### src/hw/rtl/iae_pkg.sv
// Shared types and constants for the infix expression evaluator.
// Used by iae_ctrl, iae_dpath and infix_arith_expression_evaluator; no dependencies.
package iae_pkg;

  localparam int DEFAULT_WIDTH = 32;
  localparam int VALUE_W       = 32;

  localparam logic [7:0] CH_0     = 8'h30;
  localparam logic [7:0] CH_9     = 8'h39;
  localparam logic [7:0] CH_PLUS  = 8'h2B;
  localparam logic [7:0] CH_MINUS = 8'h2D;
  localparam logic [7:0] CH_TIMES = 8'h2A;
  localparam logic [7:0] CH_DIV   = 8'h2F;

  typedef enum logic [1:0] {
    OP_PLUS   = 2'd0,
    OP_MINUS  = 2'd1,
    OP_TIMES  = 2'd2,
    OP_DIVIDE = 2'd3
  } op_t;

  typedef enum logic [2:0] {
    ST_IDLE,
    ST_DECODE,
    ST_APPLY,
    ST_RUN,
    ST_POST,
    ST_EMIT
  } state_t;

  typedef struct packed {
    logic [7:0] char_code;
    logic       last_char;
  } chr_t;

  typedef struct packed {
    logic signed [VALUE_W-1:0] value;
    logic                      div_zero;
  } res_t;

  typedef struct packed {
    logic capture;
    logic digit;
    logic apply_add;
    logic unit_start;
    logic unit_commit;
    logic load_op;
    logic emit;
  } cmd_t;

  typedef struct packed {
    logic is_op;
    logic last;
    logic pend_mul;
    logic unit_done;
    logic out_busy;
  } status_t;

endpackage

### src/hw/rtl/infix_arith_expression_evaluator.sv
// Infix expression evaluator, one character per beat, result after the last beat.
// A digit or ignored character passes through IDLE and DECODE; an operator also passes
// through APPLY and POST, and through RUN (bit-serial unit) too when the pending operator is * or /.
// A last character adds one more operator pass and then EMIT into the result register,
// which waits while an earlier result beat is still untaken.
// Synchronous active-high reset clears the expression state and the result valid flag.
module infix_arith_expression_evaluator import iae_pkg::*; #(
  parameter int WIDTH = DEFAULT_WIDTH
) (
  input  logic clk,
  input  logic rst,
  input  logic chr_valid,
  output logic chr_ready,
  input  chr_t chr,
  output logic res_valid,
  input  logic res_ready,
  output res_t res
);

  cmd_t    cmd;
  status_t status;

  iae_ctrl u_ctrl (
    .clk       (clk),
    .rst       (rst),
    .chr_valid (chr_valid),
    .chr_ready (chr_ready),
    .status    (status),
    .cmd       (cmd)
  );

  iae_dpath #(
    .WIDTH (WIDTH)
  ) u_dpath (
    .clk       (clk),
    .rst       (rst),
    .chr       (chr),
    .cmd       (cmd),
    .status    (status),
    .res_ready (res_ready),
    .res_valid (res_valid),
    .res       (res)
  );

  // The block handles one character at a time.
  a_one_at_a_time: assert property (@(posedge clk) disable iff (rst)
    (chr_valid && chr_ready) |=> !chr_ready)
    else $error("character accepted while the previous one is in progress");

  // A result never overwrites one that has not been taken.
  a_no_overwrite: assert property (@(posedge clk) disable iff (rst)
    cmd.emit |-> (!res_valid || res_ready))
    else $error("result register overwritten");

  // Input stays stalled while the multiplier/divider is running.
  a_busy_stall: assert property (@(posedge clk) disable iff (rst)
    cmd.unit_start |=> (!chr_ready && !status.unit_done))
    else $error("input taken or unit finished too early");

endmodule

### src/hw/rtl/iae_ctrl.sv
// Sequencing state machine of the expression evaluator.
// Depends on iae_pkg; drives the datapath only through cmd_t and reads status_t.
module iae_ctrl import iae_pkg::*; (
  input  logic    clk,
  input  logic    rst,
  input  logic    chr_valid,
  output logic    chr_ready,
  input  status_t status,
  output cmd_t    cmd
);

  state_t state, state_next;
  logic   final_pass, final_pass_next;

  always_ff @(posedge clk) begin
    if (rst) begin
      state      <= ST_IDLE;
      final_pass <= 1'b0;
    end else begin
      state      <= state_next;
      final_pass <= final_pass_next;
    end
  end

  always_comb begin
    state_next      = state;
    final_pass_next = final_pass;
    cmd             = '0;
    chr_ready       = 1'b0;
    case (state)
      ST_IDLE: begin
        chr_ready   = 1'b1;
        cmd.capture = chr_valid;
        if (chr_valid) state_next = ST_DECODE;
      end
      ST_DECODE: begin
        cmd.digit = 1'b1;
        if (status.is_op) begin
          final_pass_next = 1'b0;
          state_next      = ST_APPLY;
        end else if (status.last) begin
          final_pass_next = 1'b1;
          state_next      = ST_APPLY;
        end else begin
          state_next = ST_IDLE;
        end
      end
      ST_APPLY: begin
        if (status.pend_mul) begin
          cmd.unit_start = 1'b1;
          state_next     = ST_RUN;
        end else begin
          cmd.apply_add = 1'b1;
          state_next    = ST_POST;
        end
      end
      ST_RUN: begin
        if (status.unit_done) begin
          cmd.unit_commit = 1'b1;
          state_next      = ST_POST;
        end
      end
      ST_POST: begin
        if (final_pass) begin
          state_next = ST_EMIT;
        end else begin
          cmd.load_op = 1'b1;
          if (status.last) begin
            final_pass_next = 1'b1;
            state_next      = ST_APPLY;
          end else begin
            state_next = ST_IDLE;
          end
        end
      end
      ST_EMIT: begin
        if (!status.out_busy) begin
          cmd.emit   = 1'b1;
          state_next = ST_IDLE;
        end
      end
      default: state_next = ST_IDLE;
    endcase
  end

endmodule

### src/hw/rtl/iae_dpath.sv
// Datapath of the expression evaluator: expression state, shared shift-add
// multiplier / restoring divider, and the result register. Depends on iae_pkg.
module iae_dpath import iae_pkg::*; #(
  parameter int WIDTH = DEFAULT_WIDTH
) (
  input  logic    clk,
  input  logic    rst,
  input  chr_t    chr,
  input  cmd_t    cmd,
  output status_t status,
  input  logic    res_ready,
  output logic    res_valid,
  output res_t    res
);

  localparam int CNT_W = $clog2(WIDTH + 1);

  logic [7:0]       char_q;
  logic             last_q;
  logic [WIDTH-1:0] term_sum, cur_term, num_acc;
  op_t              pend_op;
  logic             err_seen;

  // Shared iterative unit: ua is multiplicand or dividend/quotient, ub the
  // multiplier or divisor magnitude, acc the product or partial remainder.
  logic [WIDTH-1:0] ua, ub, acc;
  logic [CNT_W-1:0] cnt;
  logic             busy, is_div, neg_q, zero_q;

  logic             is_digit, is_op;
  logic [WIDTH-1:0] digit_val, num_next, cur_neg, num_neg, unit_res;
  logic [WIDTH:0]   rem_sh, rem_diff;
  logic [WIDTH-1:0] sum_all;
  op_t              op_code;

  assign is_digit  = (char_q >= CH_0) && (char_q <= CH_9);
  assign is_op     = (char_q == CH_PLUS) || (char_q == CH_MINUS) ||
                     (char_q == CH_TIMES) || (char_q == CH_DIV);
  assign digit_val = WIDTH'(char_q[3:0]);
  assign num_next  = (num_acc << 3) + (num_acc << 1) + digit_val;
  assign cur_neg   = cur_term[WIDTH-1] ? (~cur_term + 1'b1) : cur_term;
  assign num_neg   = num_acc[WIDTH-1]  ? (~num_acc + 1'b1)  : num_acc;
  assign rem_sh    = {acc, ua[WIDTH-1]};
  assign rem_diff  = rem_sh - {1'b0, ub};
  assign sum_all   = term_sum + cur_term;

  always_comb begin
    if (!is_div)     unit_res = acc;
    else if (zero_q) unit_res = '0;
    else if (neg_q)  unit_res = ~ua + 1'b1;
    else             unit_res = ua;
  end

  always_comb begin
    case (char_q)
      CH_PLUS:  op_code = OP_PLUS;
      CH_MINUS: op_code = OP_MINUS;
      CH_TIMES: op_code = OP_TIMES;
      default:  op_code = OP_DIVIDE;
    endcase
  end

  always_ff @(posedge clk) begin
    if (cmd.capture) begin
      char_q <= chr.char_code;
      last_q <= chr.last_char;
    end
  end

  always_ff @(posedge clk) begin
    if (rst || cmd.emit) begin
      term_sum <= '0;
      cur_term <= '0;
      num_acc  <= '0;
      pend_op  <= OP_PLUS;
      err_seen <= 1'b0;
    end else begin
      if (cmd.digit && is_digit) num_acc <= num_next;
      if (cmd.apply_add) begin
        term_sum <= sum_all;
        cur_term <= (pend_op == OP_MINUS) ? (~num_acc + 1'b1) : num_acc;
        num_acc  <= '0;
      end
      if (cmd.unit_commit) begin
        cur_term <= unit_res;
        num_acc  <= '0;
        if (is_div && zero_q) err_seen <= 1'b1;
      end
      if (cmd.load_op) pend_op <= op_code;
    end
  end

  always_ff @(posedge clk) begin
    if (rst) begin
      busy <= 1'b0;
      cnt  <= '0;
    end else if (cmd.unit_start) begin
      busy <= 1'b1;
      cnt  <= CNT_W'(WIDTH);
    end else if (cmd.unit_commit) begin
      busy <= 1'b0;
    end else if (busy && (cnt != '0)) begin
      cnt <= cnt - 1'b1;
    end
  end

  always_ff @(posedge clk) begin
    if (cmd.unit_start) begin
      is_div <= (pend_op == OP_DIVIDE);
      acc    <= '0;
      if (pend_op == OP_DIVIDE) begin
        ua     <= cur_neg;
        ub     <= num_neg;
        neg_q  <= cur_term[WIDTH-1] ^ num_acc[WIDTH-1];
        zero_q <= (num_acc == '0);
      end else begin
        ua <= cur_term;
        ub <= num_acc;
      end
    end else if (busy && (cnt != '0)) begin
      if (is_div) begin
        if (!rem_diff[WIDTH]) begin
          acc <= rem_diff[WIDTH-1:0];
          ua  <= {ua[WIDTH-2:0], 1'b1};
        end else begin
          acc <= rem_sh[WIDTH-1:0];
          ua  <= {ua[WIDTH-2:0], 1'b0};
        end
      end else begin
        if (ub[0]) acc <= acc + ua;
        ua <= ua << 1;
        ub <= ub >> 1;
      end
    end
  end

  always_ff @(posedge clk) begin
    if (rst) begin
      res_valid <= 1'b0;
    end else if (cmd.emit) begin
      res_valid <= 1'b1;
    end else if (res_ready) begin
      res_valid <= 1'b0;
    end
  end

  always_ff @(posedge clk) begin
    if (cmd.emit) begin
      res.value    <= VALUE_W'($signed(sum_all));
      res.div_zero <= err_seen;
    end
  end

  assign status.is_op     = is_op;
  assign status.last      = last_q;
  assign status.pend_mul  = (pend_op == OP_TIMES) || (pend_op == OP_DIVIDE);
  assign status.unit_done = busy && (cnt == '0);
  assign status.out_busy  = res_valid && !res_ready;

endmodule

### config.mk
export PLATFORM = sky130hd
export DESIGN_NAME = infix_arith_expression_evaluator
export DESIGN_NICKNAME = d
export VERILOG_FILES = /design/src/hw/rtl/iae_pkg.sv /design/src/hw/rtl/infix_arith_expression_evaluator.sv /design/src/hw/rtl/iae_ctrl.sv /design/src/hw/rtl/iae_dpath.sv
export SDC_FILE = /design/constraint.sdc
export NUM_CORES = 1
export LEC_CHECK = 0
export ABC_CLOCK_PERIOD_IN_PS = 9200
export CAP_MARGIN = 20
export CORE_ASPECT_RATIO = 1.75
export CORE_UTILIZATION = 65
export DETAILED_ROUTE_END_ITERATION = 16
export DONT_BUFFER_PORTS = 1
export GPL_TIMING_DRIVEN = 0
export PLACE_DENSITY_LB_ADDON = 0.25
export SYNTH_ARGS = -nofsm -noshare
export SYNTH_HDL_FRONTEND = slang
export SYNTH_SLANG_ARGS = --single-unit
### constraint.sdc
create_clock -name clk -period 9.2 [get_ports clk]
set_clock_uncertainty 0.15 [all_clocks]
set_input_delay 0.92 -clock clk [delete_from_list [all_inputs] [get_ports clk]]
set_output_delay 0.92 -clock clk [all_outputs]
set_load 0.1 [all_outputs]
=== Word-level counts from Yosys, hierarchy flattened ===
Cells that the tools add are included.

* Register bits after elaboration: 252
* Bits of input ports: 13
* Output and inout port bits: 35
* Word-level logic and storage cells: 140

* $add $sub $neg: 9
* $lt $le $gt $ge: 2
* Eq/ne operators: 18
* Mux-type cells: 53
* Bitwise operators: 5
* Reductions and logical operators: 32

{| class="wikitable"
|+ Operator list
! kind !! number
|-
| $mux 32 || 18
|-
| $add 32x1->32 const B || 3
|-
| $add 32x32->32 || 3
|-
| $not 32->32 || 3
|-
| $sub 33x32->33 || 1
|-
| $add 32x4->32 || 1
|-
| $eq 8x6->1 const B || 4
|-
| $logic_not 32->1 || 1
|-
| $mux 1 || 21
|-
| $mux 3 || 6
|-
| $mux 6 || 3
|-
| $pmux 3 s6 || 1
|-
| $reduce_and 2->1 || 7
|-
| $reduce_bool 2->1 || 6
|-
| $ge 8x6->1 const B || 1
|-
| $le 8x6->1 const B || 1
|-
| $ne 2x2->1 const B || 4
|-
| $eq 3x2->1 const B || 2
|-
| $eq 3x3->1 const B || 2
|-
| $logic_and 1x1->1 || 6
|-
| $logic_not 6->1 || 1
|-
| $pmux 2 s3 || 1
|-
| $reduce_bool 6->1 || 1
|-
| $sub 6x1->6 const B || 1
|-
| other kinds (15) || 21
|}

=== Logic depth before layout (Yosys ltp) ===
* Depth after elaboration: 6
* Mapped depth: 14
* Gate-level depth less buffers: 14

=== Cells and area by module ===
Synthesis repeated with hierarchy kept, for this count alone.

* Cell total of the unflattened synthesis: 2371
* Area, all modules: 19847.8 µm²

{| class="wikitable"
|+ By module, submodules not included
! module !! times used !! cells an instance !! area an instance (µm²) !! seq. area each (µm²)
|-
| iae_dpath || 1 || 2327 || 19501.2 || 6055.8
|-
| iae_ctrl || 1 || 44 || 346.6 || 80.1
|}

=== Least setup slack after synthesis ===
No wires, ideal clock.

* Path kind: input to register
* Start: in res_ready
* End: reg u_dpath.num_acc[11]
* Setup time: 128 ps
* Data arrival time: 3782 ps
* Required time: 8922 ps
* Slack: 5140 ps
* Stages: 7
* Path buffers: 2
* Cell sequence: nand2b_1 > nor2b_1 > nor2_1 > nand2_1 > clkbuf_1 > clkbuf_1 > nor2_1

{| class="wikitable"
|+ RTL lines
! element !! line !! RTL
|-
| start, declared || infix_arith_expression_evaluator.sv:16 || <nowiki>input logic res_ready,</nowiki>
|-
| end signal, assigned || iae_dpath.sv:78 || <nowiki>if (cmd.digit && is_digit) num_acc <= num_next;</nowiki>
|-
| end, declared || iae_dpath.sv:20 || <nowiki>logic [WIDTH-1:0] term_sum, cur_term, num_acc;</nowiki>
|}

=== Final worst setup path ===
* Start: reg u_dpath.ua[31]
* End: reg u_dpath.acc[17]

* Longest elaborated chain between the ends: 3

{| class="wikitable"
|+ Ends and longest elaborated chain
! element !! line !! RTL
|-
| start, declared || iae_dpath.sv:26 || <nowiki>logic [WIDTH-1:0] ua, ub, acc;</nowiki>
|-
| start signal, assigned || iae_dpath.sv:112 || <nowiki>ua <= cur_neg;</nowiki>
|-
| start signal, assigned || iae_dpath.sv:117 || <nowiki>ua <= cur_term;</nowiki>
|-
| start signal, assigned || iae_dpath.sv:124 || <nowiki>ua <= {ua[WIDTH-2:0], 1'b1};</nowiki>
|-
| $sub 33x32->33 || iae_dpath.sv:44 || <nowiki>assign rem_diff = rem_sh - {1'b0, ub};</nowiki>
|-
| $mux 32 || iae_dpath.sv:122 || <nowiki>if (!rem_diff[WIDTH]) begin</nowiki>
|-
| $mux 32 || iae_dpath.sv:121 || <nowiki>if (is_div) begin</nowiki>
|-
| end signal, assigned || iae_dpath.sv:123 || <nowiki>acc <= rem_diff[WIDTH-1:0];</nowiki>
|-
| end signal, assigned || iae_dpath.sv:126 || <nowiki>acc <= rem_sh[WIDTH-1:0];</nowiki>
|-
| end signal, assigned || iae_dpath.sv:130 || <nowiki>if (ub[0]) acc <= acc + ua;</nowiki>
|-
| end, declared || iae_dpath.sv:26 ||
|}

Every way passes these cells.
A chain may end at the register's enable or synchronous reset.

==> run_results.csv <==
group,metric,value,unit
layout,nNetsFinal,2585,
timing,slew_headroom,26.9,%
detailed_routing,drc,0,
global_routing,grt_max_degree,34,
power_and_ir_drop,p_leak,8.42,nW
logic_synthesis,synth.cell_area,19400,sq um
worst_setup_path,start_kind,"flop",
worst_setup_path,criticalPathCategory,"reg -> reg",
logic_synthesis,synthArstFlopShare,0,%
logic_synthesis,syn_avg_cell_area,8.15,sq um
die,initial_core_util,66.1,%
detailed_routing,top_layer,"met5",
global_routing,grt_usage,46.1,%
timing,setup_viol,0,
worst_setup_path,crit_path_top_delay_cell,"a2111oi_0",
clock_network,clockRootBuffer,"clkbuf_16",
power_and_ir_drop,vdd_drop_max,150,uV
worst_setup_path,cp_data_required_time,9500,ps
die,rows,83,
die,die_h,230,um
power_and_ir_drop,power_switching,0.00112,W
detailed_routing,wire_per_inst,25.1,um
clock_network,post_cts_resized,0,
layout,final_layout_size_suffix_gt1_share,3.54,%
logic_synthesis,ys_ff_latch,252,
die,ios,48,
placement,gp_congestion,1.04,
run,drv_cap,0,
die,die_w,132,um
placement,dp_cells,2763,
detailed_routing,detail-route-antenna-nets,0,
worst_setup_path,cp_max_fo,10,
run_status,status,"finished clean",
placement,portBuffers,0,
detailed_routing,first_iter_violations,1895,
timing,timing.fmax,201,MHz
timing,setup_tns,0,ps
power_and_ir_drop,p_comb_share,24.8,%
worst_setup_path,crit_path_max_incr_delay,790,ps
timing,hold_viol,0,
logic_synthesis,netlist_top_cells_area,"edfxtp_1 17%, dfxtp_1 15%, ha_1 10%",
clock_network,postCtsSetupRepairBufs,0,
clock_network,cts_tree,"done",
detailed_routing,wl_met1,23900,um
worst_setup_path,critPathBufInv,2,
clock_network,clk_latency,560,ps
detailed_routing,wl_met3,6030,um
worst_setup_path,critPathCaptureType,"flop",
global_routing,grt_first_pass_wirelength,106000,um
power_and_ir_drop,powerDensity,153,nW/um^2
logic_synthesis,synth.distinct_cells,81,
detailed_routing,vias,19000,
detailed_routing,viasPerCell,6.75,
timing,final_max_slew_viol_count,0,
timing,final.min_clock_period,4960,ps
clock_network,hold_buffers,0,
die,fp.coreArea,29300,sq um
placement,dp_hpwl,53400,um
layout,area.growth.synth_to_final,7.52,%
hold_path,hp-class,"in -> reg",
logic_synthesis,ys.flop_type,"dfxtp_1",
detailed_routing,finalWirelength,70700,um
global_routing,grt.overflow.total,0,
logic_synthesis,yosysSeqAreaShare,31.7,%
clock_network,clk_pin_slew,70,ps
clock_network,cts_sinks,252,
power_and_ir_drop,switching_share,35.1,%
worst_setup_path,worst_ep_arrival_time,5260,ps
die,dieArea,30500,sq um
power_and_ir_drop,internal_power,0.00207,W
worst_setup_path,crit_chain,"inv_1 -> ha_1 -> fa_1 -> nand2b_1 -> a211oi_1 -> o311a_1 -> a2111oi_0 -> nor3_1 -> o211ai_2 -> buf_2 -> mux2i_1 -> nor2_1 -> a21oi_1 -> o21ai_0",
logic_synthesis,synth_edf_count,109,
worst_setup_path,cpLargestDelayFamily,"compound AO/OA/AOI/OAI gates",
logic_synthesis,synth_top_area_cell,"edfxtp_1",
logic_synthesis,synth_top_area_share,16.9,%
timing,rsz0062_at_grt,"false",
timing,tightestPinTransition,1090,ps
global_routing,antenna_found_initial,4,
global_routing,grt_pass1_vias,18200,
detailed_routing,dr_wl_met2,33000,um
layout,stdcell_count,2813,
logic_synthesis,syn-num-nets,2553,
logic_synthesis,syn_inst,2377,
timing,finalCritPeriodShare,54.0,%
power_and_ir_drop,seqPwrFrac,41.0,%
detailed_routing,drtPass1Iterations,6,
power_and_ir_drop,p_clk_share,34.1,%
clock_network,htreeDepth,1,
clock_network,cts_buffers,25,
logic_synthesis,yosysWarnings,0,
clock_network,ctsLongestPathBuffers,3,
==> logic make-up (layout without fill, tap and decap cells) <==
kind of cell               after synthesis  in the layout  synth area share [%]
AOI/OAI and AO/OA                      726            726                  23.7
muxes                                   23             23                  1.21
xor gates and xnor gates               217            217                  9.81
DFF                                    252            252                  31.7
adders and majority gates              163            163                  10.7
and+or+nand+nor                        790            790                  18.9
other                                    0              3                     0
buffers and inverters                  206            257                  4.04
==> state kept, by name, summed over array words and instances (netlist names), 8 cells and up <==
| signal | cells |
|---|---|
| u_dpath.cur_term | 32 |
| u_dpath.res | 33 |
| u_dpath.char_q | 8 |
| u_dpath.num_acc | 32 |
| u_dpath.term_sum | 32 |
| u_dpath.ub | 32 |
| u_dpath.ua | 32 |
| u_dpath.acc | 32 |
==> final timing paths <==
kind	endpoint	slack, ps	depth (start not counted)	startpoint
hold reg to reg	u_dpath.term_sum[15]	310	2	u_dpath.term_sum[15]
setup / recovery	u_dpath.acc[17]	4240	14	u_dpath.ua[31]
hold / removal	u_dpath.cnt[0]	300	1	rst
setup reg to reg	u_dpath.acc[17]	4240	14	u_dpath.ua[31]
==> Yosys cell counts (25+ instances only) <==
| cell type | n |
|---|---|
| clkbuf_1 | 112 |
| xor2_1 | 96 |
| xnor2_1 | 121 |
| nand2b_1 | 25 |
| a31oi_1 | 27 |
| dfxtp_1 | 143 |
| a211oi_1 | 38 |
| nand3_1 | 47 |
| nand2_1 | 299 |
| a21o_1 | 56 |
| o2bb2ai_1 | 28 |
| ha_1 | 158 |
| edfxtp_1 | 109 |
| a21oi_1 | 218 |
| nor3_1 | 55 |
| inv_1 | 85 |
| nor2_1 | 204 |
| o21ai_0 | 186 |
==> metal layers <==
layer	up-vias	GRT usage (%)
met3	355	11.6
met1	8959	47.1
met4	4	43.4
met2	978	76.6
li1	8704	-
met5	-	0
==> per-stage QoR <==
step                total power [W]  hold WS (ps)  setup WS (ps)  instance area [sq um]  util, %
floorplan                   0.00178           259           5140                  19400        -
global placement            0.00203           268           3100                  19800     67.8
detailed placement          0.00205           281           4520                  19900     68.1
CTS                         0.00312           283           4530                  20800     71.0
global route                0.00327           294           4090                  20800     71.1
finish                      0.00319           298           4240                  20800     71.1
==> cell usage in the layout, fill, tap and decap left out, types with 10 or more instances in the layout <==
master,count
a211oi_1,38
ha_1,158
mux2i_1,20
nand3_1,47
inv_1,85
or3_1,23
nor3_1,54
o21ai_0,185
xor2_1,96
xnor2_1,121
o21a_1,13
nor3b_1,10
a21o_1,56
nor4_1,18
nand2b_1,25
clkbuf_1,114
o41ai_1,19
o21bai_1,18
o2bb2ai_1,28
nand2_1,299
a221oi_1,13
o211ai_1,10
edfxtp_1,109
a21oi_1,218
a22oi_1,11
and3_1,18
nor2b_1,18
clkbuf_16,25
nand4_1,24
nor2_1,204
or2_2,12
o31ai_1,18
dfxtp_1,143
a31oi_1,27
==> power groups by stage <==
stage,clock [W],sequential [W],combinational (W)
final,0.00109,0.00131,0.000794
after global routing,0.00112,0.00131,0.000845
after CTS,0.00108,0.00130,0.000737
after detailed placement,0,0.00132,0.000733
after global placement,0,0.00132,0.000710
after floorplan,0,0.00127,0.000515
==> worst reg2reg max path: stages (launching register included) <==
cell and delay (ps):
edfxtp_1 540, inv_1 160, ha_1 260, fa_1 220, nand2b_1 160, a211oi_1 130, o311a_1 410, a2111oi_0 790
nor3_1 180, o211ai_2 530, buf_2 380, mux2i_1 660, nor2_1 100, a21oi_1 140, o21ai_0 80
==> layout make-up <==
class / count / area [sq um]
Inverter: 86 / 323
Fill cell: 2380 / 8460
Buffer: 120 / 460
Timing Repair Buffer: 5 / 85.1
Multi-Input combinational cell: 1919 / 12500
Antenna cell: 3 / 7.51
Sequential cell: 252 / 6140
Clock buffer: 29 / 661
Tap cell: 382 / 478
Clock inverter: 17 / 203
No activity file was read; power rests on OpenSTA's default activity.
